===== config.mk =====
export PLATFORM = sky130hd
export DESIGN_NAME = sorted_timer_queue_core
export DESIGN_NICKNAME = d
export VERILOG_FILES = /design/src/design/stq_pkg.sv /design/src/design/sorted_timer_queue_core.sv /design/src/design/stq_ctrl.sv /design/src/design/stq_datapath.sv
export SDC_FILE = /design/constraint.sdc
export NUM_CORES = 2
export LEC_CHECK = 0
export BUFFER_PORTS_ARGS = -buffer_cell sky130_fd_sc_hd__buf_2
export CAP_MARGIN = 20
export CORE_AREA = 2 2 451 453
export CTS_CLUSTER_DIAMETER = 200
export DETAILED_ROUTE_END_ITERATION = 12
export DIE_AREA = 0 0 453 455
export GPL_TIMING_DRIVEN = 0
export PLACE_DENSITY = 0.8
export SKIP_LAST_GASP = 1
export SYNTH_ARGS = -nofsm -noshare
export SYNTH_HDL_FRONTEND = slang
export SYNTH_SLANG_ARGS = --single-unit
export TNS_END_PERCENT = 20

===== constraint.sdc =====
create_clock -name clk -period 29.6 [get_ports clk]
set_input_delay 1.48 -clock clk [delete_from_list [all_inputs] [get_ports clk]]
set_output_delay 1.48 -clock clk [all_outputs]
set_load 0.005 [all_outputs]

===== src/design/stq_pkg.sv =====
`default_nettype none
package stq_pkg;

  localparam int QUEUE_DEPTH_DEF = 16;

  localparam logic [1:0] CMD_ADD    = 2'd0;
  localparam logic [1:0] CMD_DELETE = 2'd1;
  localparam logic [1:0] CMD_EXPIRE = 2'd2;
  localparam logic [1:0] CMD_CLEAR  = 2'd3;

  localparam logic [1:0] STATUS_OK       = 2'd0;
  localparam logic [1:0] STATUS_NO_OWNER = 2'd1;
  localparam logic [1:0] STATUS_FULL     = 2'd2;

  localparam logic KIND_FIRED = 1'b0;
  localparam logic KIND_DONE  = 1'b1;

  typedef struct packed {
    logic [1:0]  cmd;
    logic [7:0]  owner_id;
    logic [31:0] time_req;
    logic [31:0] payload;
    logic        has_callback;
  } req_t;

  typedef struct packed {
    logic        kind;
    logic [1:0]  status;
    logic [7:0]  fired_owner;
    logic [31:0] fired_time;
    logic [31:0] fired_payload;
    logic        last;
  } rsp_t;

  typedef struct packed {
    logic [31:0] deadline;
    logic [7:0]  owner;
    logic [31:0] payload;
    logic        notify;
    logic [31:0] stamp;
  } slot_t;

  // controller to datapath
  typedef struct packed {
    logic       latch;
    logic       step;
    logic       insert;
    logic       remove_best;
    logic       pop_head;
    logic       clear;
    logic       emit_done;
    logic [1:0] status;
  } dp_cmd_t;

  // datapath to controller
  typedef struct packed {
    logic [1:0] cmd;
    logic       owner_zero;
    logic       full;
    logic       scan_end;
    logic       ins_stop;
    logic       found;
    logic       head_lt;
  } dp_stat_t;

endpackage
`default_nettype wire


===== src/design/sorted_timer_queue_core.sv =====
// add scans past entries at or before the new deadline, then inserts; expire pops
// head entries due before the request time; clear empties the table; delete
// removes the owner's oldest entry per pass; the slot scan walks one entry a cycle
// throughput: one request in flight; start is taken while busy is low
// reset: synchronous, empties the table, clears the stamp counter and controller;
// the receiver cannot stall, each result shows for one cycle with rsp_valid
`default_nettype none
module sorted_timer_queue_core #(
  parameter int QUEUE_DEPTH = stq_pkg::QUEUE_DEPTH_DEF
) (
  input  wire logic          clk,
  input  wire logic          rst,
  input  wire logic          start,
  output logic               busy,
  input  wire stq_pkg::req_t req,
  output stq_pkg::rsp_t      rsp,
  output logic               rsp_valid
);

  stq_pkg::dp_cmd_t  dc;
  stq_pkg::dp_stat_t st;

  stq_ctrl u_ctrl (
    .clk   (clk),
    .rst   (rst),
    .start (start),
    .busy  (busy),
    .st    (st),
    .dc    (dc)
  );

  stq_datapath #(
    .QUEUE_DEPTH(QUEUE_DEPTH)
  ) u_dp (
    .clk       (clk),
    .rst       (rst),
    .req       (req),
    .dc        (dc),
    .st        (st),
    .rsp       (rsp),
    .rsp_valid (rsp_valid)
  );

endmodule
`default_nettype wire


===== src/design/stq_ctrl.sv =====
`default_nettype none
module stq_ctrl (
  input  wire logic             clk,
  input  wire logic             rst,
  input  wire logic             start,
  output logic                  busy,
  input  wire stq_pkg::dp_stat_t st,
  output stq_pkg::dp_cmd_t      dc
);

  localparam logic [2:0] S_IDLE = 3'd0;
  localparam logic [2:0] S_DISP = 3'd1;
  localparam logic [2:0] S_INS  = 3'd2;
  localparam logic [2:0] S_DEL  = 3'd3;
  localparam logic [2:0] S_EXP  = 3'd4;
  localparam logic [2:0] S_DONE = 3'd5;

  logic [2:0] state, state_next;
  logic [1:0] status, status_next;

  assign busy = (state != S_IDLE);

  always_ff @(posedge clk) begin
    if (rst) begin
      state  <= S_IDLE;
      status <= stq_pkg::STATUS_OK;
    end else begin
      state  <= state_next;
      status <= status_next;
    end
  end

  always_comb begin
    state_next = state;
    status_next = status;
    dc = '0;
    dc.status = status;
    case (state)
      S_IDLE: begin
        if (start) begin
          dc.latch = 1'b1;
          state_next = S_DISP;
        end
      end
      S_DISP: begin
        status_next = stq_pkg::STATUS_OK;
        case (st.cmd)
          stq_pkg::CMD_ADD: begin
            if (st.owner_zero) begin
              status_next = stq_pkg::STATUS_NO_OWNER;
              state_next = S_DONE;
            end else if (st.full) begin
              status_next = stq_pkg::STATUS_FULL;
              state_next = S_DONE;
            end else begin
              state_next = S_INS;
            end
          end
          stq_pkg::CMD_DELETE: begin
            if (st.owner_zero) begin
              status_next = stq_pkg::STATUS_NO_OWNER;
              state_next = S_DONE;
            end else begin
              state_next = S_DEL;
            end
          end
          stq_pkg::CMD_EXPIRE: state_next = S_EXP;
          default: begin
            dc.clear = 1'b1;
            state_next = S_DONE;
          end
        endcase
      end
      S_INS: begin
        if (st.scan_end || st.ins_stop) begin
          dc.insert = 1'b1;
          state_next = S_DONE;
        end else begin
          dc.step = 1'b1;
        end
      end
      S_DEL: begin
        // full pass done: remove the oldest match and rescan
        if (st.scan_end) begin
          if (st.found) begin
            dc.remove_best = 1'b1;
          end else begin
            state_next = S_DONE;
          end
        end else begin
          dc.step = 1'b1;
        end
      end
      S_EXP: begin
        if (st.head_lt) begin
          dc.pop_head = 1'b1;
        end else begin
          state_next = S_DONE;
        end
      end
      S_DONE: begin
        dc.emit_done = 1'b1;
        state_next = S_IDLE;
      end
      default: state_next = S_IDLE;
    endcase
  end

endmodule
`default_nettype wire


===== src/design/stq_datapath.sv =====
`default_nettype none
module stq_datapath #(
  parameter int QUEUE_DEPTH = stq_pkg::QUEUE_DEPTH_DEF
) (
  input  wire logic              clk,
  input  wire logic              rst,
  input  wire stq_pkg::req_t     req,
  input  wire stq_pkg::dp_cmd_t  dc,
  output stq_pkg::dp_stat_t      st,
  output stq_pkg::rsp_t          rsp,
  output logic                   rsp_valid
);

  localparam int IW = (QUEUE_DEPTH > 1) ? $clog2(QUEUE_DEPTH) : 1;
  localparam int CW = $clog2(QUEUE_DEPTH + 1);

  stq_pkg::slot_t slots [QUEUE_DEPTH];
  stq_pkg::req_t  req_q;
  stq_pkg::slot_t cur;
  stq_pkg::slot_t new_slot;
  stq_pkg::rsp_t  rsp_next;

  logic [CW-1:0] count;
  logic [CW-1:0] idx;
  logic [IW-1:0] best;
  logic [IW-1:0] rm_pos;
  logic [31:0]   best_age;
  logic [31:0]   age;
  logic [7:0]    best_owner;
  logic [31:0]   best_payload;
  logic          best_notify;
  logic          found;
  logic          better;
  logic [31:0]   stamp_cnt;
  logic          fire;

  assign cur    = slots[idx[IW-1:0]];
  assign age    = stamp_cnt - cur.stamp;
  assign better = (idx < count) && (cur.owner == req_q.owner_id) &&
                  (!found || (age > best_age));
  assign rm_pos = dc.remove_best ? best : '0;

  always_comb begin
    new_slot.deadline = req_q.time_req;
    new_slot.owner    = req_q.owner_id;
    new_slot.payload  = req_q.payload;
    new_slot.notify   = req_q.has_callback;
    new_slot.stamp    = stamp_cnt;
  end

  always_comb begin
    st.cmd        = req_q.cmd;
    st.owner_zero = (req_q.owner_id == 8'd0);
    st.full       = (count >= CW'(QUEUE_DEPTH));
    st.scan_end   = (idx >= count);
    st.ins_stop   = (cur.deadline > req_q.time_req);
    st.found      = found;
    st.head_lt    = (count != '0) && (slots[0].deadline < req_q.time_req);
  end

  // slot shifting: each slot only looks at its neighbors
  always_ff @(posedge clk) begin
    for (int i = 0; i < QUEUE_DEPTH; i++) begin
      if (dc.insert) begin
        if (i > int'(idx)) begin
          slots[i] <= slots[(i > 0) ? i - 1 : 0];
        end else if (i == int'(idx)) begin
          slots[i] <= new_slot;
        end
      end else if (dc.remove_best || dc.pop_head) begin
        if (i >= int'(rm_pos) && i < QUEUE_DEPTH - 1) begin
          slots[i] <= slots[i + 1];
        end
      end
    end
  end

  always_ff @(posedge clk) begin
    if (dc.latch) begin
      req_q <= req;
    end
    if (dc.step && better) begin
      best         <= idx[IW-1:0];
      best_age     <= age;
      best_owner   <= cur.owner;
      best_payload <= cur.payload;
      best_notify  <= cur.notify;
    end
  end

  always_ff @(posedge clk) begin
    if (rst) begin
      count     <= '0;
      idx       <= '0;
      found     <= 1'b0;
      stamp_cnt <= '0;
    end else begin
      if (dc.latch || dc.remove_best) begin
        idx   <= '0;
        found <= 1'b0;
      end else if (dc.step) begin
        idx <= idx + 1'b1;
        if (better) begin
          found <= 1'b1;
        end
      end
      if (dc.insert) begin
        count     <= count + 1'b1;
        stamp_cnt <= stamp_cnt + 32'd1;
      end else if (dc.remove_best || dc.pop_head) begin
        count <= count - 1'b1;
      end else if (dc.clear) begin
        count <= '0;
      end
    end
  end

  assign fire = (dc.remove_best && best_notify) || (dc.pop_head && slots[0].notify);

  always_ff @(posedge clk) begin
    if (rst) begin
      rsp_valid <= 1'b0;
    end else begin
      rsp_valid <= fire || dc.emit_done;
    end
  end

  always_comb begin
    rsp_next = '0;
    if (dc.emit_done) begin
      rsp_next.kind   = stq_pkg::KIND_DONE;
      rsp_next.status = dc.status;
      rsp_next.last   = 1'b1;
    end else if (dc.remove_best) begin
      rsp_next.kind          = stq_pkg::KIND_FIRED;
      rsp_next.fired_owner   = best_owner;
      rsp_next.fired_payload = best_payload;
    end else if (dc.pop_head) begin
      rsp_next.kind          = stq_pkg::KIND_FIRED;
      rsp_next.fired_owner   = slots[0].owner;
      rsp_next.fired_time    = slots[0].deadline;
      rsp_next.fired_payload = slots[0].payload;
    end
  end

  always_ff @(posedge clk) begin
    rsp <= rsp_next;
  end

endmodule
`default_nettype wire


# Word level (Yosys, flattened, before mapping)
# Memories as Yosys holds them, arrays and structs flattened. A register that Yosys moved wholly into a read port is not among the register bits.
# Cells that the tools add are included.
op_classes:
  addsub: 5
  magnitude_cmp: 36
  eq_ne: 28
  muxes: 237
  bitwise: 31
  reduce_logical: 25
ops:
  columns: ["cell", "n"]
  rows:
  - ["$mux 105", 30]
  - ["$mux 1", 184]
  - ["$mux 72", 1]
  - ["$gt 32x32->1", 2]
  - ["$eq 5x5->1 const A", 8]
  - ["$gt 4x5->1 const A", 8]
  - ["$add 32x1->32 const B", 1]
  - ["$lt 32x32->1", 1]
  - ["$mux 32", 1]
  - ["$sub 32x32->32", 1]
  - ["$or 1x1->1", 30]
  - ["$ge 4x4->1 const A", 7]
  - ["$mux 3", 8]
  - ["$eq 4x5->1 const A", 4]
  - ["$gt 3x5->1 const A", 4]
  - ["$ge 3x4->1 const A", 4]
  - ["$mux 5", 3]
  - ["$pmux 3 s5", 1]
  - ["$mux 4", 3]
  - ["$add 5x1->5 const B", 2]
  - ["$eq 3x5->1 const A", 2]
  - ["$gt 2x5->1 const A", 2]
  - ["$pmux 3 s3", 1]
  - ["$eq 8x8->1", 1]
  - ["33 further kinds", 53]
totals:
  regBits: 276
  ramBits: 1680
  inputBits: 78
  output_inout_bits: 78
  elab_cells: 385
  mem_count: 1
memory_table:
  columns: ["memory", "depth", "word_bits", "read_ports", "rd_clocked_by_memory_dff", "wr", "line", "rtl"]
  rows:
  - ["u_dp.slots", 16, 105, 17, 1, 16, "stq_datapath.sv:17", "stq_pkg::slot_t slots [QUEUE_DEPTH];"]

# Logic depth before layout (Yosys ltp)
depth:
  depth_word: 10
  depth_mapped: 29
  depth_no_buf: 23

# By module
# Synthesis repeated with hierarchy kept, for this count alone.
hier_totals:
  hier_cells: 9287
  hier_area_um2: 108866.9
by_module_without_submodules:
  columns: ["mod", "instances", "cells_per_inst", "area_per_inst_um2", "seq_area_each_um2"]
  rows:
  - ["stq_datapath", 1, 9243, 108505.3, 57475.1]
  - ["stq_ctrl", 1, 44, 361.6, 100.1]

# Worst setup path after synthesis
# Ideal clock, no wire load.
synth_timing:
  path_kind: "reg-to-reg"
  startpoint: "register with a tool-made name"
  endpoint: "memory u_dp.slots[5][0] in the netlist's numbering (enable)"
  setup_time_ns: 0.722
  arrival_time_ns: 12.556
  required_time_ns: 28.878
  setup_slack_ns: 16.321
  stages_incl_launch_ff: 19
  n_path_buf: 9
  period_less_slack_ns: 13.279
  path_cell_list: "dfxtp_1 -> buf_6 -> buf_4 -> buf_2 -> buf_2 -> buf_2 -> buf_2 -> mux4_2 -> mux4_2 -> ha_1 -> nand4_1 -> or4_4 -> o21ba_2 -> o21a_1 -> buf_4 -> buf_6 -> clkbuf_1 -> nand2_1 -> o31ai_1"
synth_lines:
  columns: ["element", "line"]
  rows:
  - ["to (decl)", "stq_datapath.sv:17"]

==> run_results.csv <==
group,metric,value,unit
yosys,async_flop_share,0,%
yosys,synth-edff-count,1832,
clocking,numCtsBuffers,202,
worst_setup_path,critical-path-slowest-cell,"clkbuf_1",
clocking,cts_tree,"built",
sta,final_hold_viol_count,0,
yosys,synth.most_common_cell,"edfxtp_1",
pwr,total_power,6.61,mW
route,ant_nets,0,
floorplanning,dieArea,206000,µm²
cells_and_area,fillers,15200,
sta,tightestPinTransition,1.25,ns
worst_setup_path,cp_common_cell,"clkbuf_1",
place,dpl.hpwl,276000,µm
floorplanning,core-area,201000,µm²
min_path,hold_path_class,"flop to flop",
yosys,synth.top_cells.by_count,"edfxtp_1, mux2i_1, nand2_1",
route,drc_errors,0,
worst_setup_path,endpoint_kind,"flop",
yosys,ys_seq_area_share,52.3,%
yosys,yosys_warnings,0,
grt,grt_max_degree,59,
floorplanning,row_count,165,
route,first_iter_violations,14300,
sta,slew-limit-headroom,16.9,%
worst_setup_path,slowest_delay,0.95,ns
pwr,p_leak,46.6,nW
grt,antenna_found_initial,33,
worst_setup_path,critPathMaxFanout,26,
cells_and_area,syn2layout_area_growth,11.4,%
yosys,synth_nets,9103,
yosys,synth_top_area_share,49.9,%
worst_setup_path,critPathArrivalTime,11.51,ns
floorplanning,io_pins,156,
outcome,status,"finished, final reports clean",
yosys,synthFlopType,"edfxtp_1",
place,io_buffers,154,
grt,grt_pass1_wl,549000,µm
sta,fmax,91.3,MHz
clocking,cts_setup_buffers,0,
route,totalWireLength,383000,µm
clocking,ctsHoldBuffers,0,
flow_run,max_cap_viol_count,0,
yosys,ys_types,74,
floorplanning,die_w,453,µm
sta,post-route-period-util,37.0,%
pwr,p_per_area,53.9,nW/µm²
sta,slew_viol_final,0,
clocking,clockBufferDepth,3,
yosys,synthTopCellsByArea,"edfxtp_1, mux2i_1, mux4_2",
clocking,cts-root-buf,"clkbuf_16",
yosys,yosys.area.top_type,"edfxtp_1",
sta,finClkSkew,0.0454,ns
sta,period_minus_slack,10.95,ns
floorplanning,start_util,54.7,%
sta,rsz0062_at_grt,"no",
cells_and_area,nets,9524,
place,gp_congestion,1.01,
grt,first_global_vias,81000,
cells_and_area,fin_util,60.9,%
floorplanning,die_h,455,µm
worst_setup_path,worstSetupStartpointType,"flop",
clocking,cts.repair.resized,0,
clocking,cts.sinks,1960,
grt,grtUsageTotal,36.3,%
sta,setup_viol,0,
yosys,netlist_area,110000,µm²
route,wl_per_cell,31.4,µm
cells_and_area,layout-drive-gt1-share,17.1,%
clocking,h-tree-depth,4,
clocking,insertion_delay,0.90,ns
route,drt_pass1_iterations,7,
worst_setup_path,crit_type,"flop to flop",
worst_setup_path,critical_path_required,30.16,ns
route,vias,84500,
sta,setup_tns,0,ns
yosys,postSynthCellCount,8884,
clocking,cts.reportedPaths.clkPinSlew,0.06,ns
yosys,yosys_register_bits,1960,
grt,grt-ovfl-total,0,
route,viasPerCell,6.92,
pwr,vdd_drop_max,0.0000578,V
yosys,avgSynthCellArea,12.4,µm²
## registers in the layout, indices dropped and copies added (netlist names), 2 cells and up, named ones only
signal / cells
u_dp.slots: 1680
u_dp.rsp: 75
u_dp.new_slot: 73
u_dp.best_age: 32
u_dp.best_payload: 32
u_dp.stamp_cnt: 32
u_dp.best_owner: 8
u_dp.count: 5
u_dp.idx: 5
u_dp.best: 4
u_ctrl.state: 3
u_ctrl.status: 2
u_dp.st: 2
## final cells by class
| type | count | area (µm²) | share of cell area (%) |
|---|---|---|---|
| tap | 2672 | 3340 | 2.73 |
| clock inverter | 111 | 1110 | 0.905 |
| timing repair buffer | 217 | 2140 | 1.75 |
| antenna | 45 | 113 | 0.0918 |
| sequential | 1960 | 57600 | 46.9 |
| multi-input combinational | 5959 | 48000 | 39.1 |
| clock buffer | 270 | 5630 | 4.59 |
| buffer | 840 | 4300 | 3.50 |
| inverter | 125 | 469 | 0.382 |
## layer usage
metal / track usage [%] / wire, µm / part of all wire (%)
met2: 52.8 / 164000 / 43
met5: 0.207 / 163 / 0.043
met1: 46.6 / 131000 / 34
met4: 25.0 / 29900 / 7.8
met3: 11.2 / 57400 / 15
## worst paths after layout
| check | end | start | cells past startpoint | slack, ns |
|---|---|---|---|---|
| hold / removal | u_dp.rsp[17]$_SDFF_PP0_ | u_dp.best_payload[16]$_DFFE_PP_ | 1 | 0.46 |
| setup reg to reg | u_dp.best_payload[15]$_DFFE_PP_ | flop | 28 | 18.65 |
| setup / recovery | u_dp.best_payload[15]$_DFFE_PP_ | flop | 28 | 18.65 |
| hold reg to reg | u_dp.rsp[17]$_SDFF_PP0_ | u_dp.best_payload[16]$_DFFE_PP_ | 1 | 0.46 |
## worst max-delay path: cells and delay by family (launching register included)
family          cells  cell delay [ns]
flops               1             0.45
buf+inv             9             4.50
fa+ha+maj           2             0.65
xor+xnor            1             0.17
simple gates        5             0.72
compound gates      9             2.94
mux                 2             1.03
## kinds of logic (layout without fill, tap and decap cells)
kind of cell	count (synthesis)	in the layout	share of synthesized area, %
compound gates	1816	1816	8.99
xor+xnor	58	58	0.461
fa+ha+maj	141	141	1.61
buf+inv	965	1563	4.31
flops	1960	1960	52.3
mux	2159	2159	25.8
other cells	0	45	0
simple gates	1785	1785	6.54
## power breakdown
part | leakage [nW] | internal [mW] | switching, mW
Clock | 3.33 | 1.49 | 1.17
Combinational | 25.7 | 0.211 | 0.394
Sequential | 17.6 | 3.22 | 0.118
Total | 46.6 | 4.92 | 1.69
## per-stage QoR
| stage | hold WS [ns] | worst slack (ns) | cell area (µm²) | cells |
|---|---|---|---|---|
| 3_5_place_dp | 0.453 | 18.80 | 116000 | 11800 |
| 5_1_grt | 0.466 | 18.47 | 123000 | 12200 |
| 6_report | 0.461 | 18.65 | 123000 | 12200 |
| 3_3_place_gp | 0.447 | 4.98 | 114000 | 11700 |
| 2_1_floorplan | 0.430 | 16.32 | 110000 | 8884 |
| 4_1_cts | 0.464 | 18.73 | 123000 | 12200 |
## placed cells by master (no fill, tap or decap), drive strengths merged, types with 46 or more instances in the layout
| cell | netlist | layout |
|---|---|---|
| a21o | 70 | 70 |
| a21oi | 612 | 612 |
| a22o | 87 | 87 |
| buf | 332 | 548 |
| clkbuf | 508 | 779 |
| clkinv | 0 | 85 |
| dfxtp | 128 | 128 |
| edfxtp | 1832 | 1832 |
| ha | 140 | 140 |
| inv | 125 | 132 |
| mux2 | 210 | 210 |
| mux2i | 1424 | 1424 |
| mux4 | 525 | 525 |
| nand2 | 959 | 959 |
| nor2 | 628 | 628 |
| o21ai | 962 | 962 |
| xnor2 | 46 | 46 |
Power figures use the tool's default switching activity.
